[config.mk]
export PLATFORM = sky130hd
export DESIGN_NAME = grid_tile_view_window
export DESIGN_NICKNAME = d
export VERILOG_FILES = /design/src/gtvw_pkg.sv /design/src/gtvw_front.sv /design/src/gtvw_queue.sv /design/src/gtvw_back.sv /design/src/grid_tile_view_window.sv
export VERILOG_INCLUDE_DIRS = /design/src /design/src/src
export SDC_FILE = /design/constraint.sdc
export NUM_CORES = 2
export LEC_CHECK = 0
export ABC_CLOCK_PERIOD_IN_PS = 20800
export BUFFER_PORTS_ARGS = -buffer_cell sky130_fd_sc_hd__buf_2
export CORE_ASPECT_RATIO = 0.9
export CORE_MARGIN = 2
export CORE_UTILIZATION = 45
export CTS_BUF_LIST = sky130_fd_sc_hd__clkbuf_8
export DETAILED_ROUTE_END_ITERATION = 8
export HOLD_SLACK_MARGIN = 0.03
export PLACE_DENSITY_LB_ADDON = 0.08
export SETUP_SLACK_MARGIN = 0.1
export SYNTH_ARGS = -nofsm -noshare
export SYNTH_HDL_FRONTEND = slang
export SYNTH_HIERARCHICAL = 1
export SYNTH_SLANG_ARGS = --single-unit
[constraint.sdc]
create_clock -name clk -period 20.8 [get_ports clk]
set_clock_uncertainty 0.2 [all_clocks]
set_input_delay 2.08 -clock clk [delete_from_list [all_inputs] [get_ports clk]]
set_output_delay 2.08 -clock clk [all_outputs]
set_load 0.1 [all_outputs]
[src/grid_tile_view_window_defines.svh]
// Assertion macros shared by the grid tile view window RTL
`ifndef GRID_TILE_VIEW_WINDOW_DEFINES_SVH
`define GRID_TILE_VIEW_WINDOW_DEFINES_SVH
`ifndef SYNTH
`define GTVW_ASSERT(label, cond, msg) \
  label: assert property (@(posedge clk) disable iff (rst) (cond)) else $error(msg);
`define GTVW_ASSERT_NEXT(label, ante, cons, msg) \
  label: assert property (@(posedge clk) disable iff (rst) (ante) |=> (cons)) else $error(msg);
`else
`define GTVW_ASSERT(label, cond, msg)
`define GTVW_ASSERT_NEXT(label, ante, cons, msg)
`endif
`endif

[src/gtvw_pkg.sv]
// Shared types and constants of the grid tile view window block
package gtvw_pkg;

  localparam int COORD_W   = 16;
  localparam int SIDE_W    = 5;
  localparam int RANGE_W   = 11;
  localparam int CFG_W     = 11;
  localparam int CFG_IDX_W = 2;
  localparam int IDX_W     = 4;
  localparam int TILE_W    = 8;
  localparam int MAX_SIDE  = 16;

  localparam int ROWS_RESET  = 11;
  localparam int COLS_RESET  = 8;
  localparam int RANGE_RESET = 800;

  // Squared move that forces a recompute, and the smallest single-axis step
  // whose square alone reaches it.
  localparam int MOVE_THRESHOLD = 400;
  localparam int MOVE_LIMIT     = 20;

  // Most tiles sent for one camera position, own tile included.
  localparam int OUT_MAX = 9;

  typedef enum logic [CFG_IDX_W-1:0] {
    REG_GRID_ROWS  = 2'd0,
    REG_GRID_COLS  = 2'd1,
    REG_VIEW_RANGE = 2'd2
  } cfg_reg_t;

  // One tile list, as the back end walks it.
  typedef struct packed {
    logic [IDX_W-1:0]  top;
    logic [IDX_W-1:0]  bottom;
    logic [SIDE_W-1:0] cols;
    logic [TILE_W-1:0] first_tile;
    logic [TILE_W-1:0] own_tile;
    logic [TILE_W-1:0] last_tile;
  } job_t;

endpackage

[src/gtvw_front.sv]
// Front end: move check, tile index search and window update per camera item
module gtvw_front #(
  parameter int TILE_WIDTH = 1024
) (
  input  logic                                clk,
  input  logic                                rst,
  input  logic                                hold,
  input  logic [gtvw_pkg::SIDE_W-1:0]         grid_rows,
  input  logic [gtvw_pkg::SIDE_W-1:0]         grid_cols,
  input  logic [gtvw_pkg::RANGE_W-1:0]        view_range,
  input  logic                                cam_valid,
  output logic                                cam_stall,
  input  logic signed [gtvw_pkg::COORD_W-1:0] cam_x,
  input  logic signed [gtvw_pkg::COORD_W-1:0] cam_y,
  input  logic signed [gtvw_pkg::COORD_W-1:0] cam_z,
  output logic                                push,
  output gtvw_pkg::job_t                      push_job,
  input  logic                                full
);
  import gtvw_pkg::*;

  localparam int HALF    = TILE_WIDTH / 2;
  localparam int CW      = $clog2(65536 + MAX_SIDE * TILE_WIDTH) + 1;
  localparam int IW      = IDX_W + 1;
  localparam int DW      = COORD_W + 1;
  localparam int SMALL_W = $clog2(MOVE_LIMIT) + 1;
  localparam int SUM_W   = $clog2(3 * MOVE_LIMIT * MOVE_LIMIT);

  function automatic logic [SIDE_W-1:0] sat_side(input logic [SIDE_W-1:0] n);
    if (n == '0) return SIDE_W'(1);
    else if (n > SIDE_W'(MAX_SIDE)) return SIDE_W'(MAX_SIDE);
    else return n;
  endfunction

  // Index of the last tile edge strictly below u, or -1. The hits form a
  // thermometer code, so the top hit is found by independent compares.
  function automatic logic signed [IW-1:0] idx_of(input logic signed [CW-1:0] u,
                                                   input logic [SIDE_W-1:0] n);
    logic [MAX_SIDE-1:0] hit;
    logic [MAX_SIDE-1:0] hit_up;
    logic [MAX_SIDE-1:0] top_hit;
    logic [IDX_W-1:0]    pos;
    for (int i = 0; i < MAX_SIDE; i++) begin
      hit[i] = (SIDE_W'(i) < n) && (u > CW'(i * TILE_WIDTH));
    end
    hit_up  = {1'b0, hit[MAX_SIDE-1:1]};
    top_hit = hit & ~hit_up;
    pos = '0;
    for (int i = 0; i < MAX_SIDE; i++) begin
      if (top_hit[i]) pos = pos | IDX_W'(i);
    end
    return hit[0] ? {1'b0, pos} : '1;
  endfunction

  function automatic logic far_step(input logic signed [DW-1:0] d);
    return (d >= DW'(MOVE_LIMIT)) || (d <= -DW'(MOVE_LIMIT));
  endfunction

  // Square of a step known to be short; far steps are caught separately.
  function automatic logic [SUM_W-1:0] sq_small(input logic signed [DW-1:0] d);
    logic signed [SMALL_W-1:0]   s;
    logic signed [2*SMALL_W-1:0] p;
    s = d[SMALL_W-1:0];
    p = s * s;
    return SUM_W'(p);
  endfunction

  function automatic logic [TILE_W-1:0] tile_of(input logic [IDX_W-1:0] c,
                                                input logic [IDX_W-1:0] r,
                                                input logic [SIDE_W-1:0] n);
    return TILE_W'(c) + TILE_W'(r) * TILE_W'(n);
  endfunction

  // Grid offsets, registered from the configuration registers.
  logic [SIDE_W-1:0]    rows_sat, cols_sat;
  logic signed [CW-1:0] col_off, col_lo, col_hi, row_off, row_lo, row_hi;
  logic [SIDE_W-1:0]    rows_n, cols_n;
  logic signed [CW-1:0] col_off_n, row_off_n, range_s;

  assign rows_n    = sat_side(grid_rows);
  assign cols_n    = sat_side(grid_cols);
  assign col_off_n = CW'(cols_n) * CW'(HALF);
  assign row_off_n = CW'(rows_n) * CW'(HALF);
  assign range_s   = CW'(view_range);

  always_ff @(posedge clk) begin
    rows_sat <= rows_n;
    cols_sat <= cols_n;
    col_off  <= col_off_n;
    col_lo   <= col_off_n - range_s;
    col_hi   <= col_off_n + range_s;
    row_off  <= row_off_n;
    row_lo   <= row_off_n - range_s;
    row_hi   <= row_off_n + range_s;
  end

  // Stage 1: camera and the six shifted positions. Rows count along -z.
  logic                        s1_valid;
  logic signed [COORD_W-1:0]   s1_x, s1_y, s1_z;
  logic signed [CW-1:0]        s1_uc, s1_ul, s1_ur, s1_vc, s1_vt, s1_vb;
  logic signed [CW-1:0]        xe, ze;

  // Stage 2: tile indices and the move decision.
  logic                        s2_valid;
  logic                        s2_move;
  logic signed [IW-1:0]        s2_cx, s2_cz, s2_l, s2_r, s2_t, s2_b;

  logic signed [COORD_W-1:0]   prev_x, prev_y, prev_z;
  logic                        first_pending;
  logic                        list_valid;
  job_t                        list_job;

  logic signed [DW-1:0]        dx, dy, dz;
  logic [SUM_W-1:0]            sum_sq;
  logic                        move;
  logic                        adv;
  logic                        fix;
  logic                        s2_push;
  logic [IDX_W-1:0]            left_c, top_c;
  job_t                        new_job;

  assign xe = CW'(cam_x);
  assign ze = CW'(cam_z);

  assign dx     = DW'(s1_x) - DW'(prev_x);
  assign dy     = DW'(s1_y) - DW'(prev_y);
  assign dz     = DW'(s1_z) - DW'(prev_z);
  assign sum_sq = sq_small(dx) + sq_small(dy) + sq_small(dz);
  assign move   = first_pending || far_step(dx) || far_step(dy) || far_step(dz) ||
                  (sum_sq >= SUM_W'(MOVE_THRESHOLD));

  // Keep the old list while the camera is off the grid.
  assign fix    = s2_move && !s2_cx[IW-1] && !s2_cz[IW-1];
  assign left_c = s2_l[IW-1] ? '0 : s2_l[IDX_W-1:0];
  assign top_c  = s2_t[IW-1] ? '0 : s2_t[IDX_W-1:0];

  always_comb begin
    new_job.top        = top_c;
    new_job.bottom     = s2_b[IDX_W-1:0];
    new_job.cols       = cols_sat;
    new_job.first_tile = tile_of(left_c, top_c, cols_sat);
    new_job.own_tile   = tile_of(s2_cx[IDX_W-1:0], s2_cz[IDX_W-1:0], cols_sat);
    new_job.last_tile  = tile_of(s2_r[IDX_W-1:0], s2_b[IDX_W-1:0], cols_sat);
  end

  assign s2_push   = fix || list_valid;
  assign push_job  = fix ? new_job : list_job;
  assign adv       = !(s2_valid && s2_push && full);
  assign push      = s2_valid && s2_push && !full;
  assign cam_stall = hold || !adv;

  always_ff @(posedge clk) begin
    if (rst) begin
      s1_valid      <= 1'b0;
      s2_valid      <= 1'b0;
      first_pending <= 1'b1;
      list_valid    <= 1'b0;
      prev_x        <= '0;
      prev_y        <= '0;
      prev_z        <= '0;
    end else if (adv) begin
      s1_valid <= cam_valid && !cam_stall;
      s2_valid <= s1_valid;
      if (s1_valid && move) begin
        first_pending <= 1'b0;
        prev_x        <= s1_x;
        prev_y        <= s1_y;
        prev_z        <= s1_z;
      end
      if (s2_valid && fix) list_valid <= 1'b1;
    end
  end

  always_ff @(posedge clk) begin
    if (adv) begin
      s1_x  <= cam_x;
      s1_y  <= cam_y;
      s1_z  <= cam_z;
      s1_uc <= xe + col_off;
      s1_ul <= xe + col_lo;
      s1_ur <= xe + col_hi;
      s1_vc <= row_off - ze;
      s1_vt <= row_lo - ze;
      s1_vb <= row_hi - ze;
      s2_move <= move;
      s2_cx   <= idx_of(s1_uc, cols_sat);
      s2_l    <= idx_of(s1_ul, cols_sat);
      s2_r    <= idx_of(s1_ur, cols_sat);
      s2_cz   <= idx_of(s1_vc, rows_sat);
      s2_t    <= idx_of(s1_vt, rows_sat);
      s2_b    <= idx_of(s1_vb, rows_sat);
      if (s2_valid && fix) list_job <= new_job;
    end
  end

endmodule

[src/gtvw_queue.sv]
// Two-entry list queue between the front end and the tile emitter
module gtvw_queue (
  input  logic           clk,
  input  logic           rst,
  input  logic           push,
  input  gtvw_pkg::job_t push_job,
  output logic           full,
  input  logic           pop,
  output gtvw_pkg::job_t pop_job,
  output logic           avail
);
  import gtvw_pkg::*;

  localparam int DEPTH = 2;
  localparam int PW    = $clog2(DEPTH);

  job_t            slot [DEPTH];
  logic [PW-1:0]   wr_ptr, rd_ptr;
  logic [PW:0]     count;

  assign full    = count == (PW+1)'(DEPTH);
  assign avail   = count != '0;
  assign pop_job = slot[rd_ptr];

  always_ff @(posedge clk) begin
    if (rst) begin
      wr_ptr <= '0;
      rd_ptr <= '0;
      count  <= '0;
    end else begin
      if (push) wr_ptr <= wr_ptr + 1'b1;
      if (pop) rd_ptr <= rd_ptr + 1'b1;
      case ({push, pop})
        2'b10:   count <= count + 1'b1;
        2'b01:   count <= count - 1'b1;
        default: count <= count;
      endcase
    end
  end

  always_ff @(posedge clk) begin
    if (push) slot[wr_ptr] <= push_job;
  end

endmodule

[src/gtvw_back.sv]
// Back end: walks a tile list column by column and sends one tile a cycle while tile_stall is low
module gtvw_back (
  input  logic                          clk,
  input  logic                          rst,
  input  logic                          avail,
  input  gtvw_pkg::job_t                q_job,
  output logic                          pop,
  output logic                          tile_valid,
  input  logic                          tile_stall,
  output logic [gtvw_pkg::TILE_W-1:0]   tile_index,
  output logic                          is_last
);
  import gtvw_pkg::*;

  localparam int CNT_W = $clog2(OUT_MAX);

  logic              busy;
  job_t              job;
  logic [IDX_W-1:0]  row;
  logic [TILE_W-1:0] cur;
  logic [TILE_W-1:0] col_start;
  logic [CNT_W-1:0]  cnt;
  logic              produce;
  logic              at_end;

  // The own tile closes the list at the last window slot or once the
  // list is cut short.
  assign produce = busy && (!tile_valid || !tile_stall);
  assign at_end  = (cur == job.last_tile) || (cnt == CNT_W'(OUT_MAX - 1));
  assign pop     = avail && (!busy || (produce && at_end));

  always_ff @(posedge clk) begin
    if (rst) begin
      busy       <= 1'b0;
      tile_valid <= 1'b0;
    end else begin
      if (produce) tile_valid <= 1'b1;
      else if (!tile_stall) tile_valid <= 1'b0;
      if (pop) busy <= 1'b1;
      else if (produce && at_end) busy <= 1'b0;
    end
  end

  always_ff @(posedge clk) begin
    if (produce) begin
      if (at_end) begin
        tile_index <= job.own_tile;
        is_last    <= 1'b1;
      end else begin
        // Swap: the own tile's slot takes the last tile of the window.
        tile_index <= (cur == job.own_tile) ? job.last_tile : cur;
        is_last    <= 1'b0;
        cnt        <= cnt + 1'b1;
        if (row == job.bottom) begin
          row       <= job.top;
          col_start <= col_start + 1'b1;
          cur       <= col_start + 1'b1;
        end else begin
          row <= row + 1'b1;
          cur <= cur + TILE_W'(job.cols);
        end
      end
    end
    if (pop) begin
      job       <= q_job;
      row       <= q_job.top;
      cur       <= q_job.first_tile;
      col_start <= q_job.first_tile;
      cnt       <= '0;
    end
  end

endmodule

[src/grid_tile_view_window.sv]
// Top level of the grid tile view window block
//
//   channel  direction  handshake              payload
//   cfg      in         cfg_en                 cfg_index, cfg_data
//   cam      in         cam_valid / cam_stall  cam_x, cam_y, cam_z
//   tile     out        tile_valid / tile_stall tile_index, is_last
//
// A camera item is registered in the front end's stages before its list enters the list queue.
// The emitter sends min(n, 9) tiles for a window of n tiles, one per cycle while
// tile_stall is low, with no gap between lists; that emitter sets the item rate.
// The front end takes a new item every cycle while the two-entry queue has room.
// A configuration write holds cam_stall high for the following cycle.
// Reset is synchronous; it restores register defaults and empties the queue.
`include "grid_tile_view_window_defines.svh"

module grid_tile_view_window #(
  parameter int TILE_WIDTH = 1024
) (
  input  logic                                clk,
  input  logic                                rst,
  input  logic                                cfg_en,
  input  logic [gtvw_pkg::CFG_IDX_W-1:0]      cfg_index,
  input  logic [gtvw_pkg::CFG_W-1:0]          cfg_data,
  input  logic                                cam_valid,
  output logic                                cam_stall,
  input  logic signed [gtvw_pkg::COORD_W-1:0] cam_x,
  input  logic signed [gtvw_pkg::COORD_W-1:0] cam_y,
  input  logic signed [gtvw_pkg::COORD_W-1:0] cam_z,
  output logic                                tile_valid,
  input  logic                                tile_stall,
  output logic [gtvw_pkg::TILE_W-1:0]         tile_index,
  output logic                                is_last
);
  import gtvw_pkg::*;

  logic [SIDE_W-1:0]  grid_rows, grid_cols;
  logic [RANGE_W-1:0] view_range;
  logic               cfg_settle;

  logic               q_push, q_full, q_pop, q_avail;
  job_t               q_in, q_out;

  always_ff @(posedge clk) begin
    if (rst) begin
      grid_rows  <= SIDE_W'(ROWS_RESET);
      grid_cols  <= SIDE_W'(COLS_RESET);
      view_range <= RANGE_W'(RANGE_RESET);
      cfg_settle <= 1'b0;
    end else begin
      cfg_settle <= cfg_en;
      if (cfg_en) begin
        unique case (cfg_reg_t'(cfg_index))
          REG_GRID_ROWS:  grid_rows  <= cfg_data[SIDE_W-1:0];
          REG_GRID_COLS:  grid_cols  <= cfg_data[SIDE_W-1:0];
          REG_VIEW_RANGE: view_range <= cfg_data[RANGE_W-1:0];
          default:        ;
        endcase
      end
    end
  end

  gtvw_front #(
    .TILE_WIDTH(TILE_WIDTH)
  ) u_front (
    .clk       (clk),
    .rst       (rst),
    .hold      (cfg_settle),
    .grid_rows (grid_rows),
    .grid_cols (grid_cols),
    .view_range(view_range),
    .cam_valid (cam_valid),
    .cam_stall (cam_stall),
    .cam_x     (cam_x),
    .cam_y     (cam_y),
    .cam_z     (cam_z),
    .push      (q_push),
    .push_job  (q_in),
    .full      (q_full)
  );

  gtvw_queue u_queue (
    .clk     (clk),
    .rst     (rst),
    .push    (q_push),
    .push_job(q_in),
    .full    (q_full),
    .pop     (q_pop),
    .pop_job (q_out),
    .avail   (q_avail)
  );

  gtvw_back u_back (
    .clk       (clk),
    .rst       (rst),
    .avail     (q_avail),
    .q_job     (q_out),
    .pop       (q_pop),
    .tile_valid(tile_valid),
    .tile_stall(tile_stall),
    .tile_index(tile_index),
    .is_last   (is_last)
  );

  `GTVW_ASSERT(a_queue_no_overflow, !(q_push && q_full), "list queue written while full")
  `GTVW_ASSERT(a_queue_no_underflow, !(q_pop && !q_avail), "list queue read while empty")
  `GTVW_ASSERT_NEXT(a_cfg_holds_input, cfg_en, cam_stall, "camera taken right after a config write")

endmodule

==> flow_metrics.env <==
export IMPL_yosys_top_cells_area="edfxtp_1, ha_1, dfxtp_1"
export IMPL_cts_made_buffers=84
export IMPL_cp_arrival_ps=10630
export IMPL_syn_inst=3116
export IMPL_hold_class="flop to flop"
export IMPL_grt_max_degree=172
export IMPL_hold_viol_final=0
export IMPL_async_flop_share_pct=0
export IMPL_area_growth_syn_to_layout_pct=9.42
export IMPL_synth_area_per_cell_um2=10.0
export IMPL_finalCritPeriodShare_pct=49.6
export IMPL_power_static_leakage_nw=14.6
export IMPL_io_buffers=76
export IMPL_post_cts_resized=0
export IMPL_firstDrtPassIters=5
export IMPL_postRouteAntennaNets=0
export IMPL_reg2reg_slack_ps=10490
export IMPL_vias=22700
export IMPL_ir_drop_v=0.000429
export IMPL_timing_fmax_mhz=97.0
export IMPL_start_util_pct=45.6
export IMPL_powerDensity_mw_per_mm2=164
export IMPL_die_w_um=282
export IMPL_fin_nets=3627
export IMPL_worst_path_max_delay_cell="o311ai_4"
export IMPL_viasPerCell=5.38
export IMPL_yosysTopAreaCellShare_pct=32.2
export IMPL_worst_pin_slew_ps=1210
export IMPL_ys_flop_type="edfxtp_1"
export IMPL_htree_levels=3
export IMPL_num_fill_cells=6336
export IMPL_routed_wl_mm=76.5
export IMPL_cts_tree="built"
export IMPL_required_ps=21120
export IMPL_clkTransAtPathRegs_ps=60
export IMPL_cts_sinks=472
export IMPL_clock_path_buffers=3
export IMPL_synth_seq_cells=472
export IMPL_root_buffer="clkbuf_8"
export IMPL_routedWlPerCell_um=18.2
export IMPL_synthTopCellsByCount="inv_1, edfxtp_1, nand2_1, nor2_1, ha_1"
export IMPL_clk_latency_ps=690
export IMPL_synth_area_leader_cell="edfxtp_1"
export IMPL_rsz0062_at_grt="no"
export IMPL_grt_pass1_wl_mm=123
export IMPL_drv_cap=0
export IMPL_fin_crit_ps=10310
export IMPL_ys_seq_area_share_pct=40.9
export IMPL_post_dp_hpwl_mm=58.4
export IMPL_drcViolationCount=0
export IMPL_hold_buffers=0
export IMPL_final_setup_tns_ps=0
export IMPL_dieArea_mm2=0.0717
export IMPL_p_total_w=0.00561
export IMPL_pin_count=77
export IMPL_placementRows=91
export IMPL_grt_usage_pct=21.7
export IMPL_finalMaxSlewViolations=0
export IMPL_synth_cell_types=97
export IMPL_drt_initial_drc_count=1193
export IMPL_end_kind="flop"
export IMPL_worstSetupPathType="flop to flop"
export IMPL_synth_edf_count=336
export IMPL_placed_cell_area_mm2=0.0326
export IMPL_die_h_um=254
export IMPL_final_layout_size_suffix_gt1_share_pct=9.25
export IMPL_max_stage_delay_ps=980
export IMPL_coreArea_mm2=0.0687
export IMPL_overflow=0
export IMPL_gp_congestion=0.862
export IMPL_yosys_warnings=6
export IMPL_relSlewSlack_pct=19.2
export IMPL_synth_area_mm2=0.0313
export IMPL_post_cts_setup_buffers=0
export IMPL_fin_util_pct=49.9
export IMPL_first_global_vias=22600
export IMPL_antenna_found_initial=6
export IMPL_crit_path_start_kind="flop"
export IMPL_crit_fanout=33
export IMPL_setup_violations=0
export IMPL_status="completed"
export IMPL_yosysMostFrequentCell="inv_1"
export IMPL_fin_area_mm2=0.0343
[critical path: cells and delay by family (launching register included)]
kind | cells | cell delay [ps]
fa+ha+maj | 8 | 3860
xor+xnor | 6 | 1320
flops | 1 | 390
compound gates | 6 | 2180
simple gates | 3 | 570
buf+inv | 7 | 1290
mux | 1 | 280
[where the power goes]
group	switching [W]	internal [W]	leakage, nW
Sequential	0.000110	0.00119	4.38
Combinational	0.00183	0.00166	9.21
Clock	0.000391	0.000438	0.979
Total	0.00233	0.00328	14.6
[cell usage in the layout (no fill, tap or decap), drive strengths merged, types with 14 or more instances in the layout]
master and n:
nand2 284, xor2 55, nand2b 61, nor3 66
or2 20, a21boi 15, nor2b 41, or3 27
nor4 40, o21a 19, xnor2 129, a211oi 41
inv 390, ha 238, mux2 53, mux2i 87
clkbuf 93, a21oi 122, clkinv 14, nor2 271
nand3b 14, dfxtp 136, and2 50, fa 114
edfxtp 336, a31oi 25, a21o 41, a2111oi 22
o21bai 20, buf 91, nand3 63, o21ai 131
[kinds of logic (layout without fill, tap and decap cells)]
group | Yosys count | after routing | synth area share, %
compound gates | 549 | 549 | 11.7
fa+ha+maj | 352 | 352 | 16.8
buf+inv | 430 | 590 | 5.38
simple gates | 987 | 987 | 15.1
other cells | 1 | 8 | 0.0120
mux | 140 | 140 | 4.83
xor+xnor | 185 | 185 | 5.24
flops | 472 | 472 | 40.9
[worst paths after layout]
check | startpoint | to | cells after the start
max | u_front/s1_y[3] | u_front/prev_z[12] | 31
min | view_range[8] | u_front/row_hi[8] | 0
max reg2reg | u_front/s1_y[3] | u_front/prev_z[12] | 31
min reg2reg | view_range[8] | u_front/row_hi[8] | 0
[through the flow]
stage	hold slack (ps)	cells	worst slack, ps
5_1_grt	217	4211	9640
6_report	205	4213	10490
3_3_place_gp	192	4053	10750
2_1_floorplan	175	3117	6400
3_5_place_dp	199	4053	10300
4_1_cts	205	4207	10270
[layout make-up]
type / instances / area [um^2] / share of cell area (%)
Inverter: 345 / 1300 / 3.79
Tap cell: 930 / 1160 / 3.40
Timing Repair Buffer: 91 / 508 / 1.48
Multi-Input combinational cell: 2215 / 16900 / 49.2
Sequential cell: 472 / 12800 / 37.4
Clock inverter: 61 / 337 / 0.982
Clock buffer: 93 / 1280 / 3.74
Antenna cell: 6 / 15.0 / 0.0438
[metal layers]
layer | vias to the layer above | GRT usage (%) | wire length (um)
met5 | - | 0 | 29
met4 | 4 | 6.35 | 1810
met3 | 120 | 3.46 | 3330
met2 | 469 | 35.3 | 35200
met1 | 11000 | 30.0 | 36200
li1 | 11100 | - | -
[sequential cells by signal, indices dropped and copies added, names as in the netlist, 16 cells and up, named ones only]
| register | flops |
|---|---|
| u_front/s1_ur | 16 |
| u_front/prev_x | 16 |
| u_back/job | 29 |
| u_queue/slot | 74 |
| u_front/s1_ul | 17 |
| u_front/s1_z | 16 |
| u_front/list_job | 37 |
| u_front/s1_vc | 16 |
| u_front/s1_vb | 16 |
| u_front/prev_z | 16 |
| u_front/prev_y | 16 |
| u_front/s1_vt | 17 |
| u_front/s1_y | 16 |
| u_front/s1_x | 16 |
Power figures use the tool's default switching activity.
